File: src/acpu_pkg.sv
// =============================================================================
// acpu_pkg
// Types, codes and helpers shared by the accumulator processor modules.
// =============================================================================
package acpu_pkg;

   localparam int MEM_WORDS    = 64;
   localparam int ADDR_W       = $clog2(MEM_WORDS);
   localparam int FIELD_ADDR_W = 6;
   localparam int DATA_W       = 8;
   localparam int CNT_W        = 32;

   typedef enum logic [1:0] {
      CMD_WRITE = 2'd0,
      CMD_STEP  = 2'd1,
      CMD_READ  = 2'd2,
      CMD_RESET = 2'd3
   } cmd_type;

   typedef enum logic [1:0] {
      OP_NOR = 2'd0,
      OP_ADD = 2'd1,
      OP_STA = 2'd2,
      OP_JCC = 2'd3
   } opcode_type;

   typedef enum logic [1:0] {
      ST_IDLE,
      ST_READ,
      ST_FETCH,
      ST_EXEC
   } state_type;

   typedef logic [ADDR_W-1:0] addr_type;

   typedef struct packed {
      logic              en;
      logic              we;
      addr_type          addr;
      logic [DATA_W-1:0] wdata;
   } ram_req_type;

   typedef struct packed {
      cmd_type                 command;
      logic [FIELD_ADDR_W-1:0] mem_address;
      logic [DATA_W-1:0]       load_data;
   } req_word_type;

   // Reduce a 6-bit address modulo the memory depth (constant lookup).
   function automatic addr_type wrap_addr(input logic [FIELD_ADDR_W-1:0] a);
      addr_type r;
      r = '0;
      for (int i = 0; i < 2**FIELD_ADDR_W; i++) begin
         if (a == FIELD_ADDR_W'(i)) begin
            r = ADDR_W'(i % MEM_WORDS);
         end
      end
      return r;
   endfunction

   // Advance the program counter, wrapping at the memory depth.
   function automatic addr_type next_pc(input addr_type pc);
      addr_type r;
      if (pc == ADDR_W'(MEM_WORDS - 1)) begin
         r = '0;
      end else begin
         r = pc + ADDR_W'(1);
      end
      return r;
   endfunction

endpackage

File: src/accumulator_cpu_four_op_step.sv
// =============================================================================
// accumulator_cpu_four_op_step
// Four-opcode accumulator processor with a 64-byte unified memory.
// =============================================================================
// Usage:
//   Drive one command word per req_ handshake: write a memory byte, step one
//   instruction, read a memory byte, or clear the registers (memory kept).
//   Every word returns exactly one rsp_ word with the machine state after it.
//   A word is taken on a rising edge with valid high and stall low.
//   rsp_valid rises through the result register: write and register clear
//   finish in the idle state, read in the read state, store and jump in the
//   fetch state, NOR and ADD in the execute state after fetch. The single
//   memory port sets this order, since fetch, operand read and store write
//   each take one access.
//   A one-word input buffer takes the next word while the sequencer works,
//   and the result register holds a finished word while rsp_stall is high;
//   the sequencer waits at its last step until the result register frees up.
//   Reset clears the registers, counters and both handshakes;
//   memory reads back as zero through per-entry valid bits, with no clear pass.
// =============================================================================
module accumulator_cpu_four_op_step (
   input  logic        clock,
   input  logic        reset,
   input  logic        req_valid,
   output logic        req_stall,
   input  logic [1:0]  req_command,
   input  logic [5:0]  req_mem_address,
   input  logic [7:0]  req_load_data,
   output logic        rsp_valid,
   input  logic        rsp_stall,
   output logic [5:0]  rsp_program_counter,
   output logic [7:0]  rsp_accumulator,
   output logic        rsp_carry,
   output logic [1:0]  rsp_executed_opcode,
   output logic        rsp_jump_taken,
   output logic [7:0]  rsp_read_data,
   output logic [31:0] rsp_instruction_count,
   output logic [31:0] rsp_cycle_count
);

   // Input buffer: holds one command word for the sequencer.
   logic                   buf_valid_ff, buf_valid_in;
   acpu_pkg::req_word_type buf_word_ff;
   logic                   req_accept;
   logic                   cmd_take;

   // Memory port between sequencer and RAM.
   acpu_pkg::ram_req_type  ram_req;
   logic [7:0]             ram_rdata;

   // Stall only when the buffer is full and the sequencer does not drain it now.
   assign req_stall    = buf_valid_ff && !cmd_take;
   assign req_accept   = req_valid && !req_stall;
   assign buf_valid_in = req_accept || (buf_valid_ff && !cmd_take);

   always_ff @(posedge clock) begin
      if (reset) begin
         buf_valid_ff <= 1'b0;
      end else begin
         buf_valid_ff <= buf_valid_in;
      end
   end

   // Capture the payload on accept; hold otherwise.
   always_ff @(posedge clock) begin
      if (req_accept) begin
         buf_word_ff.command     <= acpu_pkg::cmd_type'(req_command);
         buf_word_ff.mem_address <= req_mem_address;
         buf_word_ff.load_data   <= req_load_data;
      end
   end

   acpu_ram u_ram (
      .clock (clock),
      .reset (reset),
      .req   (ram_req),
      .rdata (ram_rdata)
   );

   acpu_core u_core (
      .clock                 (clock),
      .reset                 (reset),
      .cmd_valid             (buf_valid_ff),
      .cmd_word              (buf_word_ff),
      .cmd_take              (cmd_take),
      .ram_req               (ram_req),
      .ram_rdata             (ram_rdata),
      .rsp_valid             (rsp_valid),
      .rsp_stall             (rsp_stall),
      .rsp_program_counter   (rsp_program_counter),
      .rsp_accumulator       (rsp_accumulator),
      .rsp_carry             (rsp_carry),
      .rsp_executed_opcode   (rsp_executed_opcode),
      .rsp_jump_taken        (rsp_jump_taken),
      .rsp_read_data         (rsp_read_data),
      .rsp_instruction_count (rsp_instruction_count),
      .rsp_cycle_count       (rsp_cycle_count)
   );

endmodule

File: src/acpu_ram.sv
// =============================================================================
// acpu_ram
// Single-port unified memory with registered read and per-entry valid bits.
// =============================================================================
module acpu_ram (
   input  logic                             clock,
   input  logic                             reset,
   input  acpu_pkg::ram_req_type            req,
   output logic [acpu_pkg::DATA_W-1:0]      rdata
);

   logic [acpu_pkg::DATA_W-1:0]    mem_array [acpu_pkg::MEM_WORDS];
   logic [acpu_pkg::MEM_WORDS-1:0] valid_ff;
   logic [acpu_pkg::DATA_W-1:0]    q_ff;
   logic                           q_valid_ff;

   always_ff @(posedge clock) begin
      if (req.en) begin
         if (req.we) begin
            mem_array[req.addr] <= req.wdata;
         end else begin
            q_ff <= mem_array[req.addr];
         end
      end
   end

   // Entries never written since reset read as zero.
   always_ff @(posedge clock) begin
      if (reset) begin
         valid_ff   <= '0;
         q_valid_ff <= 1'b0;
      end else if (req.en) begin
         if (req.we) begin
            valid_ff[req.addr] <= 1'b1;
         end else begin
            q_valid_ff <= valid_ff[req.addr];
         end
      end
   end

   assign rdata = q_valid_ff ? q_ff : '0;

endmodule

File: src/acpu_core.sv
// =============================================================================
// acpu_core
// Command sequencer, architectural registers and result register.
// =============================================================================
module acpu_core (
   input  logic                              clock,
   input  logic                              reset,
   input  logic                              cmd_valid,
   input  acpu_pkg::req_word_type            cmd_word,
   output logic                              cmd_take,
   output acpu_pkg::ram_req_type             ram_req,
   input  logic [acpu_pkg::DATA_W-1:0]       ram_rdata,
   output logic                              rsp_valid,
   input  logic                              rsp_stall,
   output logic [acpu_pkg::FIELD_ADDR_W-1:0] rsp_program_counter,
   output logic [acpu_pkg::DATA_W-1:0]       rsp_accumulator,
   output logic                              rsp_carry,
   output logic [1:0]                        rsp_executed_opcode,
   output logic                              rsp_jump_taken,
   output logic [acpu_pkg::DATA_W-1:0]       rsp_read_data,
   output logic [acpu_pkg::CNT_W-1:0]        rsp_instruction_count,
   output logic [acpu_pkg::CNT_W-1:0]        rsp_cycle_count
);

   acpu_pkg::state_type  state_ff, state_in;
   acpu_pkg::addr_type   pc_ff, pc_in;
   logic [acpu_pkg::DATA_W-1:0] acc_ff, acc_in;
   logic                 carry_ff, carry_in;
   logic [acpu_pkg::CNT_W-1:0] icnt_ff, icnt_in, ccnt_ff, ccnt_in;
   acpu_pkg::opcode_type op_ff, op_in;

   logic                 rsp_valid_ff, rsp_valid_in;
   acpu_pkg::addr_type   rsp_pc_ff;
   logic [acpu_pkg::DATA_W-1:0] rsp_acc_ff, rsp_rdata_ff;
   logic                 rsp_carry_ff, rsp_taken_ff;
   acpu_pkg::opcode_type rsp_op_ff;
   logic [acpu_pkg::CNT_W-1:0] rsp_icnt_ff, rsp_ccnt_ff;

   logic                 out_free;
   logic                 finish;
   acpu_pkg::opcode_type res_op;
   logic                 res_taken;
   logic [acpu_pkg::DATA_W-1:0] res_rdata;
   acpu_pkg::opcode_type fetch_op;
   acpu_pkg::addr_type   fetch_opa;
   logic [acpu_pkg::DATA_W:0] sum;

   assign out_free  = !rsp_valid_ff || !rsp_stall;
   assign fetch_op  = acpu_pkg::opcode_type'(ram_rdata[7:6]);
   assign fetch_opa = acpu_pkg::wrap_addr(ram_rdata[5:0]);
   assign sum       = {1'b0, ram_rdata} + {1'b0, acc_ff};

   // Next state.
   always_comb begin
      state_in = state_ff;
      unique case (state_ff)
         acpu_pkg::ST_IDLE: begin
            if (cmd_valid) begin
               unique case (cmd_word.command)
                  acpu_pkg::CMD_READ: state_in = acpu_pkg::ST_READ;
                  acpu_pkg::CMD_STEP: state_in = acpu_pkg::ST_FETCH;
                  default:            state_in = acpu_pkg::ST_IDLE;
               endcase
            end
         end
         acpu_pkg::ST_READ: begin
            if (out_free) state_in = acpu_pkg::ST_IDLE;
         end
         acpu_pkg::ST_FETCH: begin
            unique case (fetch_op) inside
               acpu_pkg::OP_NOR, acpu_pkg::OP_ADD: state_in = acpu_pkg::ST_EXEC;
               default: begin
                  if (out_free) state_in = acpu_pkg::ST_IDLE;
               end
            endcase
         end
         acpu_pkg::ST_EXEC: begin
            if (out_free) state_in = acpu_pkg::ST_IDLE;
         end
         default: state_in = acpu_pkg::ST_IDLE;
      endcase
   end

   // Outputs, memory requests and register updates.
   always_comb begin
      cmd_take  = 1'b0;
      ram_req   = '0;
      finish    = 1'b0;
      pc_in     = pc_ff;
      acc_in    = acc_ff;
      carry_in  = carry_ff;
      icnt_in   = icnt_ff;
      ccnt_in   = ccnt_ff;
      op_in     = op_ff;
      res_op    = acpu_pkg::OP_NOR;
      res_taken = 1'b0;
      res_rdata = '0;
      unique case (state_ff)
         acpu_pkg::ST_IDLE: begin
            if (cmd_valid) begin
               unique case (cmd_word.command)
                  acpu_pkg::CMD_WRITE: begin
                     if (out_free) begin
                        cmd_take      = 1'b1;
                        finish        = 1'b1;
                        ram_req.en    = 1'b1;
                        ram_req.we    = 1'b1;
                        ram_req.addr  = acpu_pkg::wrap_addr(cmd_word.mem_address);
                        ram_req.wdata = cmd_word.load_data;
                     end
                  end
                  acpu_pkg::CMD_READ: begin
                     cmd_take     = 1'b1;
                     ram_req.en   = 1'b1;
                     ram_req.addr = acpu_pkg::wrap_addr(cmd_word.mem_address);
                  end
                  acpu_pkg::CMD_RESET: begin
                     if (out_free) begin
                        cmd_take = 1'b1;
                        finish   = 1'b1;
                        pc_in    = '0;
                        acc_in   = '0;
                        carry_in = 1'b0;
                        icnt_in  = '0;
                        ccnt_in  = '0;
                     end
                  end
                  default: begin
                     cmd_take     = 1'b1;
                     ram_req.en   = 1'b1;
                     ram_req.addr = pc_ff;
                  end
               endcase
            end
         end
         acpu_pkg::ST_READ: begin
            if (out_free) begin
               finish    = 1'b1;
               res_rdata = ram_rdata;
            end
         end
         acpu_pkg::ST_FETCH: begin
            op_in = fetch_op;
            unique case (fetch_op) inside
               acpu_pkg::OP_NOR, acpu_pkg::OP_ADD: begin
                  ram_req.en   = 1'b1;
                  ram_req.addr = fetch_opa;
               end
               acpu_pkg::OP_STA: begin
                  if (out_free) begin
                     finish        = 1'b1;
                     res_op        = acpu_pkg::OP_STA;
                     ram_req.en    = 1'b1;
                     ram_req.we    = 1'b1;
                     ram_req.addr  = fetch_opa;
                     ram_req.wdata = acc_ff;
                     pc_in         = acpu_pkg::next_pc(pc_ff);
                     icnt_in       = icnt_ff + acpu_pkg::CNT_W'(1);
                     ccnt_in       = ccnt_ff + acpu_pkg::CNT_W'(2);
                  end
               end
               default: begin
                  if (out_free) begin
                     finish   = 1'b1;
                     res_op   = acpu_pkg::OP_JCC;
                     carry_in = 1'b0;
                     icnt_in  = icnt_ff + acpu_pkg::CNT_W'(1);
                     if (!carry_ff) begin
                        pc_in     = fetch_opa;
                        res_taken = 1'b1;
                        ccnt_in   = ccnt_ff + acpu_pkg::CNT_W'(1);
                     end else begin
                        pc_in   = acpu_pkg::next_pc(pc_ff);
                        ccnt_in = ccnt_ff + acpu_pkg::CNT_W'(2);
                     end
                  end
               end
            endcase
         end
         acpu_pkg::ST_EXEC: begin
            if (out_free) begin
               finish  = 1'b1;
               res_op  = op_ff;
               pc_in   = acpu_pkg::next_pc(pc_ff);
               icnt_in = icnt_ff + acpu_pkg::CNT_W'(1);
               ccnt_in = ccnt_ff + acpu_pkg::CNT_W'(2);
               if (op_ff == acpu_pkg::OP_ADD) begin
                  acc_in   = sum[acpu_pkg::DATA_W-1:0];
                  carry_in = sum[acpu_pkg::DATA_W];
               end else begin
                  acc_in = ~(ram_rdata | acc_ff);
               end
            end
         end
         default: begin
         end
      endcase
   end

   assign rsp_valid_in = finish || (rsp_valid_ff && rsp_stall);

   always_ff @(posedge clock) begin
      if (reset) begin
         state_ff     <= acpu_pkg::ST_IDLE;
         pc_ff        <= '0;
         acc_ff       <= '0;
         carry_ff     <= 1'b0;
         icnt_ff      <= '0;
         ccnt_ff      <= '0;
         rsp_valid_ff <= 1'b0;
      end else begin
         state_ff     <= state_in;
         pc_ff        <= pc_in;
         acc_ff       <= acc_in;
         carry_ff     <= carry_in;
         icnt_ff      <= icnt_in;
         ccnt_ff      <= ccnt_in;
         rsp_valid_ff <= rsp_valid_in;
      end
   end

   always_ff @(posedge clock) begin
      op_ff <= op_in;
      if (finish) begin
         rsp_pc_ff    <= pc_in;
         rsp_acc_ff   <= acc_in;
         rsp_carry_ff <= carry_in;
         rsp_op_ff    <= res_op;
         rsp_taken_ff <= res_taken;
         rsp_rdata_ff <= res_rdata;
         rsp_icnt_ff  <= icnt_in;
         rsp_ccnt_ff  <= ccnt_in;
      end
   end

   assign rsp_valid             = rsp_valid_ff;
   assign rsp_program_counter   = acpu_pkg::FIELD_ADDR_W'(rsp_pc_ff);
   assign rsp_accumulator       = rsp_acc_ff;
   assign rsp_carry             = rsp_carry_ff;
   assign rsp_executed_opcode   = rsp_op_ff;
   assign rsp_jump_taken        = rsp_taken_ff;
   assign rsp_read_data         = rsp_rdata_ff;
   assign rsp_instruction_count = rsp_icnt_ff;
   assign rsp_cycle_count       = rsp_ccnt_ff;

endmodule

File: config.mk
export PLATFORM = sky130hd
export DESIGN_NAME = accumulator_cpu_four_op_step
export DESIGN_NICKNAME = d
export VERILOG_FILES = /design/src/acpu_pkg.sv /design/src/accumulator_cpu_four_op_step.sv /design/src/acpu_ram.sv /design/src/acpu_core.sv
export SDC_FILE = /design/constraint.sdc
export NUM_CORES = 1
export LEC_CHECK = 0
export ABC_CLOCK_PERIOD_IN_PS = 15200
export BUFFER_PORTS_ARGS = -buffer_cell sky130_fd_sc_hd__buf_2
export CAP_MARGIN = 15
export CORE_MARGIN = 1.5
export CORE_UTILIZATION = 51
export DETAILED_ROUTE_END_ITERATION = 16
export PLACE_DENSITY = 0.68
export SYNTH_ARGS = -nofsm -noshare
export SYNTH_HDL_FRONTEND = slang
export SYNTH_SLANG_ARGS = --single-unit
File: constraint.sdc
create_clock -name clock -period 15.2 [get_ports clock]
set_clock_uncertainty 0.1 [all_clocks]
set_input_delay 0 -clock clock [delete_from_list [all_inputs] [get_ports clock]]
set_output_delay 0 -clock clock [all_outputs]
set_load 0.02 [all_outputs]
After elaboration in Yosys (flattened, before gate mapping)
Memories as Yosys holds them, arrays and structs flattened. A register that Yosys moved wholly into a read port is not among the register bits.
Index checks and enable logic that the tools add are counted.
{"block": "op_classes", "n_addsub": 5, "magnitude_cmp": 2, "eq_ne": 137, "n_mux": 201, "bitwise_logic": 6, "n_reduce_logical": 22}
{"operator": "$mux W6", "count": 115}
{"operator": "$eq A6 B6 Y1 const B", "count": 65}
{"operator": "$mux W32", "count": 11}
{"operator": "$eq A6 B5 Y1 const B", "count": 32}
{"operator": "$pmux W32 S3", "count": 2}
{"operator": "$eq A6 B4 Y1 const B", "count": 16}
{"operator": "$add A32 B1 Y32 const B", "count": 2}
{"operator": "$mux W8", "count": 8}
{"operator": "$or A64 B64 Y64", "count": 1}
{"operator": "$pmux W32 S2", "count": 1}
{"operator": "$eq A6 B3 Y1 const B", "count": 8}
{"operator": "$mux W16", "count": 3}
{"operator": "$pmux W6 S3", "count": 2}
{"operator": "$add A32 B2 Y32 const B", "count": 1}
{"operator": "$mux W4", "count": 8}
{"operator": "$pmux W16 S2", "count": 1}
{"operator": "$eq A6 B2 Y1 const B", "count": 4}
{"operator": "$pmux W6 S2", "count": 2}
{"operator": "$mux W1", "count": 23}
{"operator": "$mux W2", "count": 8}
{"operator": "$pmux W8 S2", "count": 1}
{"operator": "$eq A6 B1 Y1 const B", "count": 2}
{"operator": "$mux W3", "count": 4}
{"operator": "$pmux W2 S2", "count": 3}
{"operator": "other kinds (24)", "count": 50}
{"block": "totals", "reg_bits": 256, "ram_bits": 512, "inputBits": 20, "output_inout_bits": 92, "wordCells": 396, "mem_count": 1}
{"memory": "u_ram.mem_array", "words": 64, "width": 8, "rd": 1, "rd_ports_with_merged_regs": 1, "write_ports": 1, "line_no": "acpu_ram.sv:12", "source": "logic [acpu_pkg::DATA_W-1:0] mem_array [acpu_pkg::MEM_WORDS];"}

Longest topological paths before layout
Gate-level depths: netlist (run 1).
{"block": "depth", "word_depth": 73, "mapped_depth": 17}

Cells and area by module
A second synthesis (run 1) with hierarchy kept.
{"block": "hier_totals", "hier_cells": 2535, "area_unflattened_um2": 33429.6}
{"module": "acpu_ram", "instances": 1, "cells_each": 1392, "area_per_inst_um2": 22830.6, "seq_area_each_um2": 16916.2}
{"module": "acpu_core", "instances": 1, "cells_each": 1123, "area_per_inst_um2": 10068.4, "seq_area_each_um2": 4404.2}
{"module": "accumulator_cpu_four_op_step", "instances": 1, "cells_each": 20, "area_per_inst_um2": 530.5, "seq_area_each_um2": 500.5}

Worst setup path after synthesis (run 1)
No wires, ideal clock.
{"block": "synth_path", "path_kind": "register to register", "from": "register u_core.rsp_valid_ff (netlist: u_core.rsp_valid)", "to": "register u_core.rsp_acc_ff (netlist bit u_core.rsp_accumulator[0]) (enable)", "setup_time_ns": 0.539, "arrival_time_ns": 5.399, "required_ns": 14.561, "slack_ns": 9.163, "stages_incl_launch_ff": 9, "synth_period_minus_slack_ns": 6.037, "cell_sequence": "dfxtp_1 -> buf_2 -> nand2_1 -> inv_1 -> buf_2 -> buf_1 -> clkbuf_1 -> buf_1 -> nor2_1"}
{"block": "synth_between", "elab_chain_len": 6}
{"item": "start, declared", "line_no": "acpu_core.sv:32", "source": "logic rsp_valid_ff, rsp_valid_in;"}
{"item": "start signal, assigned", "line_no": "acpu_core.sv:218", "source": "rsp_valid_ff <= rsp_valid_in;"}
{"item": "$logic_not A1 Y1 *", "line_no": "acpu_core.sv:48", "source": "assign out_free = !rsp_valid_ff || !rsp_stall;"}
{"item": "$logic_or A1 B1 Y1 *", "line_no": "acpu_core.sv:48"}
{"item": "$mux W1 *"}
{"item": "$mux W1"}
{"item": "$mux W1", "line_no": "acpu_core.sv:100", "source": "if (cmd_valid) begin"}
{"item": "$pmux W1 S3 *", "line_no": "acpu_core.sv:98", "source": "unique case (state_ff)"}
{"item": "net u_core.finish", "line_no": "acpu_core.sv:40", "source": "logic finish;"}
{"item": "end signal, assigned", "line_no": "acpu_core.sv:226", "source": "rsp_acc_ff <= acc_in;"}
{"item": "end, declared", "line_no": "acpu_core.sv:34", "source": "logic [acpu_pkg::DATA_W-1:0] rsp_acc_ff, rsp_rdata_ff;"}
Mark *: on every way through the listed nets, which the timed path passes. The rest lies on a longest branch.
A chain may end at the register's enable or synchronous reset.

Worst setup path in the final report (run 1)
{"block": "layout_path", "from": "register u_ram.q_valid_ff", "to": "register u_ram.q_ff[1] (netlist bit) (read register of u_ram.mem_array) (data pin)"}
{"block": "layout_between", "elab_chain_len": 68}
{"item": "start, declared", "line_no": "acpu_ram.sv:15", "source": "logic q_valid_ff;"}
{"item": "start signal, assigned", "line_no": "acpu_ram.sv:36", "source": "q_valid_ff <= valid_ff[req.addr];"}
{"item": "$mux W8 *", "line_no": "acpu_ram.sv:41", "source": "assign rdata = q_valid_ff ? q_ff : '0;"}
{"item": "$eq A6 B1 Y1", "line_no": "acpu_pkg.sv:54", "source": "if (a == FIELD_ADDR_W'(i)) begin"}
{"item": "$mux W1", "line_no": "acpu_pkg.sv:54"}
{"item": "$mux W6 (62 in a row)", "line_no": "acpu_pkg.sv:54"}
{"item": "$mux W16", "line_no": "acpu_core.sv:150", "source": "if (out_free) begin"}
{"item": "$pmux W6 S2", "line_no": "acpu_core.sv:144", "source": "unique case (fetch_op) inside"}
{"item": "$pmux W16 S2 *", "line_no": "acpu_core.sv:98"}
{"item": "end, declared", "line_no": "acpu_ram.sv:14", "source": "logic [acpu_pkg::DATA_W-1:0] q_ff;"}
Mark *: on every way between the ends. The rest lies on a longest branch, timed or not.

==> reports/metrics.cfg, run 1 <==
[timing]
hold_viol = 0
rsz0062_at_grt = false
tns_ps = 0
finalCriticalPeriod_ps = 6070
drv_slew = 0
finalCritPeriodShare = 0.400
worstMarginPinSlew_ps = 1210
setup_viol = 0
hold_ws_ps = 11.8
slew-limit-headroom = 0.196
fmax_mhz = 165

[power]
p_sw_mw = 1.01
vdd_drop_max_v = 0.000112
comb_power_share = 0.049
p_int_mw = 3.42
seq_power_share = 0.522
leakage_nw = 11.9
power_density_nw_per_um2 = 118
p_sw_frac = 0.227
pwr-share-clk = 0.430

[worst_setup_path]
arrival_ps = 6490
critPathMaxFanout = 31
startpoint_type = register
end_kind = register
r2r_start = u_ram.q_valid_ff
required_ps = 15620
crit_type = register to register
startpoint = u_ram.q_valid_ff

[clock_network]
cts_root_buffer = clkbuf_16
clk_latency_ps = 660
cts_tree = yes
ctsResizeCount = 0
clkSinkCount = 776
numCtsBuffers = 80
h-tree-depth = 3
clockBufferDepth = 3
postCtsSetupBuffers = 0
path_clk_slew_ps = 60

[die]
io_pins = 112
die-area_um2 = 67000
core_area_um2 = 64600
initial_core_util = 0.517
die_width_um = 259
num_rows = 93
die_y_um = 259

[cells_and_area]
layout-area-overhead-vs-synth_pct = 12.7
final_nets = 2838
final_cell_mix = 628 x edfxtp_1, 247 x nor2_1, 172 x nand2_1
drive_above_1_share = 0.131
layout_commonest_cell = edfxtp_1
final_core_util = 0.583

[yosys]
yosysTopAreaCell = edfxtp_1
synth_edf_count = 628
async_reset_ff_frac = 0
synth_top_family_by_area = compound AO/OA/AOI/OAI gates
yosys.area.top_type_share = 0.565
synth_warnings = 0
ys_ff_latch = 776
ys_types = 93
ys.flop_type = edfxtp_1
synth_compound_area_frac = 0.169
syn-instance-count = 2695
synth.cell_area_um2 = 33400
synth_area_per_cell_um2 = 12.4
synth_xor_area_frac = 0.00945
synthTopCellsByArea = edfxtp_1 56%, dfxtp_1 8.9%, a22oi_1 3.7%
synthMuxAreaShare = 0.0184
yosys.area_share.adder = 0.0127
ys_seq_area_frac = 0.654
synth_nets = 2749
synth-simple-area-share = 0.109

[route]
drt_first_pass_iters = 6
drc = 0
routed_wl_um = 101000
vias = 25100
wl_per_cell_um = 27.3
first_iter_violations = 3985
postRouteAntennaNets = 0
via_per_inst = 6.76

[global_route]
grt_use_total = 0.299
antenna_found_initial = 1
gr-total-overflow = 0
grt_pass1_wl_um = 151000
grt_pass1_vias = 23400
grt_max_degree = 86

[min_path]
holdCritStartpoint = req_load_data[3]
hold_path.class = input port to register

[placed_design]
port-buffer-count = 111
gp_congestion = 0.925
dpl.hpwl_um = 62700

[outcome]
outcome = complete, no violations

[job]
maxCapViolCount = 0

worst paths after layout:
check / to / slack [ps] / cells after the start
worst max register to register: u_ram.q_ff[1] / 9130 / 15
worst min register to register: u_ram.valid_ff[33] / 370 / 2
worst max-delay path: u_ram.q_ff[1] / 9130 / 15
worst min-delay path: buf_word_ff[3] / 10 / 2
area by class of cell:
type,instances,area (um2)
Timing Repair Buffer,194,1260
Antenna cell,1,2.50
Sequential cell,776,21800
Fill cell,5191,26900
Tap cell,855,1070
Clock inverter,44,420
Clock buffer,103,2110
Inverter,39,146
Multi-Input combinational cell,1693,10800
power by group through the flow:
stage | Combinational [mW] | Sequential [mW] | Clock, mW
after floorplan | 0.110 | 2.36 | 0
after global placement | 0.200 | 2.35 | 0
after detailed placement | 0.203 | 2.35 | 0
after CTS | 0.210 | 2.31 | 1.92
after global routing | 0.226 | 2.31 | 2.00
final | 0.215 | 2.31 | 1.90
flip-flops by register name (all words and copies together), names as in the netlist, 6 cells and up:
register,flops
u_core.rsp_program_counter,6
u_core.rsp_read_data,8
u_core.rsp_cycle_count,32
u_core.pc_ff,6
u_ram.valid_ff,64
u_core.icnt_ff,32
u_core.ccnt_ff,32
u_core.rsp_accumulator,8
buf_word_ff,16
u_core.rsp_instruction_count,32
u_ram.q_ff,8
u_ram.mem_array,512
u_core.acc_ff,8
cell usage after synthesis, types with 5 or more instances:
| library cell | count |
|---|---|
| edfxtp_1 | 628 |
| nor2_1 | 249 |
| nand2_1 | 174 |
| a22oi_1 | 163 |
| o21ai_0 | 152 |
| dfxtp_1 | 148 |
| a21oi_1 | 142 |
| clkbuf_1 | 105 |
| nand3_1 | 76 |
| nor2b_1 | 73 |
| a221oi_1 | 54 |
| a31oi_1 | 49 |
| buf_2 | 44 |
| mux2_2 | 40 |
| nor3_1 | 40 |
| inv_1 | 37 |
| ha_1 | 34 |
| buf_1 | 32 |
| nand4_1 | 26 |
| nor4_1 | 25 |
| xnor2_1 | 24 |
| a221o_1 | 22 |
| a41oi_1 | 22 |
| and3_1 | 22 |
| a211oi_1 | 20 |
| a32o_1 | 20 |
| a22o_1 | 18 |
| o211ai_1 | 18 |
| o31ai_1 | 17 |
| o22ai_1 | 16 |
| a21o_1 | 15 |
| mux2i_1 | 15 |
| xor2_1 | 12 |
| and2_1 | 10 |
| nand2b_1 | 10 |
| or4_1 | 10 |
| or3_1 | 9 |
| a31o_2 | 7 |
| o221ai_1 | 7 |
| a2111oi_0 | 6 |
| a311oi_1 | 5 |
| o2bb2ai_1 | 5 |
critical path: stages (launching register included):
cell and delay (ps):
dfxtp_1 500, nand2_1 150, buf_4 350, inv_1 120, buf_4 270, ha_1 240
a21boi_2 210, o21ai_1 630, nand2_2 570, buf_4 470, nor3_4 1020, buf_4 540
a221oi_1 150, a31oi_1 300, nor4_1 160, nand4_1 120
metal layers:
layer / vias to the layer above / routed length, um / global-route usage
met5: - / 16 / 0
met3: 346 / 11300 / 0.0535
met1: 12300 / 39000 / 0.412
met2: 1773 / 45800 / 0.462
met4: 2 / 5220 / 0.145
li1: 10700 / - / -
repair_timing:
item | in CTS | in global routing
hold endpoints to repair | 112 | 0
endpoints found under the setup margin | 0 | 0
hold buffers | 33 | 0
kinds of logic after synthesis:
family / after synthesis
compound gates: 810
flops: 776
simple gates: 757
buf+inv: 226
mux: 56
xor+xnor: 36
fa+ha+maj: 34
stage by stage:
step | cells | setup slack (ps) | total power, mW | cell area (um2)
2_1_floorplan | 2695 | 9160 | 2.47 | 33400
3_3_place_gp | 3523 | 9500 | 2.55 | 34800
3_5_place_dp | 3524 | 9350 | 2.56 | 34800
4_1_cts | 3704 | 9340 | 4.44 | 37600
5_1_grt | 3704 | 8940 | 4.53 | 37600
6_report | 3705 | 9130 | 4.42 | 37600
(Power assumes the default switching activity.)
==> run 2, diff against run 1 <==
--- a/config.mk
+++ b/config.mk
@@ -5,7 +5,7 @@
 export SDC_FILE = /design/constraint.sdc
 export NUM_CORES = 1
 export LEC_CHECK = 0
-export ABC_CLOCK_PERIOD_IN_PS = 15200
+export ABC_CLOCK_PERIOD_IN_PS = 6150
 export BUFFER_PORTS_ARGS = -buffer_cell sky130_fd_sc_hd__buf_2
 export CAP_MARGIN = 15
 export CORE_MARGIN = 1.5
==> constraint.sdc (replaced) <==
create_clock -name clock -period 6.15 [get_ports clock]
set_clock_uncertainty 0.1 [all_clocks]
set_input_delay 0 -clock clock [delete_from_list [all_inputs] [get_ports clock]]
set_output_delay 0 -clock clock [all_outputs]
set_load 0.02 [all_outputs]
==> run 2 against run 1 <==
Compared with the run above:
- global-route usage hardly changed
- hold slack worse by 4.9 ps
- maximum frequency is 11% higher
- flip-flop and latch count stayed put
- clock power grew to 2.6 times the previous value
- critical path depth is 1 lower
- first-iteration DRC count is 12% lower
- combinational power is 150% higher
- wire length is 0.10% higher
- sequential share of layout area is 0.53 points lower
- cell count is 0.70% higher
- design area is 0.91% higher
==> reports/metrics.cfg, run 2 (same netlist as run 1, synthesis figures left out) <==
[outcome]
outcome = complete, no violations

[route]
via_per_inst = 6.66  ; -1.4%
routed_wl_um = 101000  ; +0.10%
wl_per_cell_um = 27.2  ; -0.59%
first_iter_violations = 3499  ; -12%
postRouteAntennaNets = 0  ; unchanged
drt_first_pass_iters = 6  ; unchanged
vias = 24900  ; -0.74%
drc = 0  ; unchanged

[global_route]
grt_max_degree = 91  ; +5.8%
grt_pass1_vias = 23600  ; +0.85%
grt_use_total = 0.299  ; about the same
grt_pass1_wl_um = 150000  ; -0.24%
gr-total-overflow = 0  ; unchanged
antenna_found_initial = 0  ; -1

[die]
die_width_um = 259  ; unchanged
num_rows = 93  ; unchanged
io_pins = 112  ; unchanged
core_area_um2 = 64600  ; unchanged
die-area_um2 = 67000  ; unchanged
initial_core_util = 0.517  ; unchanged
die_y_um = 259  ; unchanged

[cells_and_area]
largest_reg_flops = 512  ; unchanged
regMostFlops = u_ram.mem_array
drive_above_1_share = 0.142  ; +0.0109
num_antenna_cells = 0  ; -1
final_cell_mix = 628 x edfxtp_1, 247 x nor2_1, 172 x nand2_1
final_nets = 2864  ; +0.92%
fillers = 5084  ; -2.1%
final_cells = 3731  ; +0.70%
final_core_util = 0.588  ; +0.00533
layout_commonest_cell = edfxtp_1
largest_registers = u_ram.mem_array: 512 flops, u_ram.valid_ff: 64 flops
layout-area-overhead-vs-synth_pct = 13.8

[clock_network]
cts_root_buffer = clkbuf_16
postCtsSetupBuffers = 0  ; unchanged
cts_tree = yes
clk_latency_ps = 660  ; about the same
h-tree-depth = 3  ; unchanged
path_clk_slew_ps = 70  ; about the same
numCtsBuffers = 81  ; +1.3%
clockBufferDepth = 3  ; unchanged
clkSinkCount = 776  ; unchanged

[worst_setup_path]
required_ps = 6590  ; -9030 ps
startpoint_type = register
cp_cell_sequence = nand2_1, buf_4, inv_1, buf_4, ha_2, and4b_1, o21ai_1, nand2_2, nor3_4, buf_4, a22oi_1, a41oi_1, nor4_1, nand2_1
critPathMaxFanout = 35  ; +13%
arrival_ps = 5920  ; -570 ps
crit_type = register to register
end_kind = register
cp_top_family = simple AND/OR/NAND/NOR gates
timing.critical_path.buf_inv = 4  ; -1
slowest_stage = nor3_4
slowest_delay_ps = 790  ; -230 ps
cpMostUsedCell = buf_4

[timing]
hold_viol = 0  ; unchanged
worstMarginPinSlew_ps = 1270  ; +61.6 ps
finalCriticalPeriod_ps = 5480  ; -594 ps
setup_viol = 0  ; unchanged
fmax_mhz = 182  ; +11%
tns_ps = 0  ; unchanged
slew-limit-headroom = 0.152  ; -0.0442
finalCritPeriodShare = 0.891  ; +0.491
rsz0062_at_grt = false
drv_slew = 0  ; unchanged

[power]
vdd_drop_max_v = 0.000270  ; +140%
finalPower_mw = 11.2  ; +150%
power_density_nw_per_um2 = 295  ; +150%
leakage_nw = 12.1  ; +1.4%

[min_path]
hold_path.class = input port to register

[placed_design]
dp.cells = 3544  ; +0.57%
dpl.hpwl_um = 63100  ; +0.77%
port-buffer-count = 111  ; unchanged
gp_congestion = 0.924  ; about the same

[job]
maxCapViolCount = 0  ; unchanged

==> run 2: final cells by class <==
class	instances	area (um2)	area share
Clock buffer	99	2160	0.0568
Clock inverter	50	551	0.0145
Inverter	39	146	0.00385
Multi-Input combinational cell	1693	10700	0.283
Sequential cell	776	21800	0.575
Tap cell	855	1070	0.0282
Timing Repair Buffer	219	1490	0.0393
==> run 2: worst paths after layout <==
kind	from	end	slack (ps)	cells past startpoint
min reg2reg	u_ram.valid_ff[33]	u_ram.valid_ff[33]	370	2
max	u_ram.q_valid_ff	u_ram.q_ff[4]	670	14
min	req_load_data[4]	buf_word_ff[4]	7	2
max reg2reg	u_ram.q_valid_ff	u_ram.q_ff[4]	670	14
==> run 2: where the power goes <==
group          internal, mW  switching, mW
clock                  2.86           2.11
sequential             5.68         0.0263
combinational         0.153          0.377
==> run 2: layer usage <==
metal	vias up	routed length [um]	global-route usage
met3	278	10700	0.0558
met5	-	0	0
li1	10700	-	-
met1	12200	39600	0.409
met2	1636	47100	0.471
met4	0	4020	0.126
==> run 2: stage by stage <==
step	hold WS, ps	area, um2	worst slack, ps
2_1_floorplan	-1.13	33400	113
3_3_place_gp	79.5	34900	1040
3_5_place_dp	79.8	34900	842
4_1_cts	5.41	37900	830
5_1_grt	3.87	38000	419
6_report	6.91	38000	670
==> run 2: repair_timing <==
| item | CTS | global route |
|---|---|---|
| hold endpoints to repair | 107 | 0 |
| gates resized for setup | 0 | 0 |
| hold buffers | 35 | 0 |
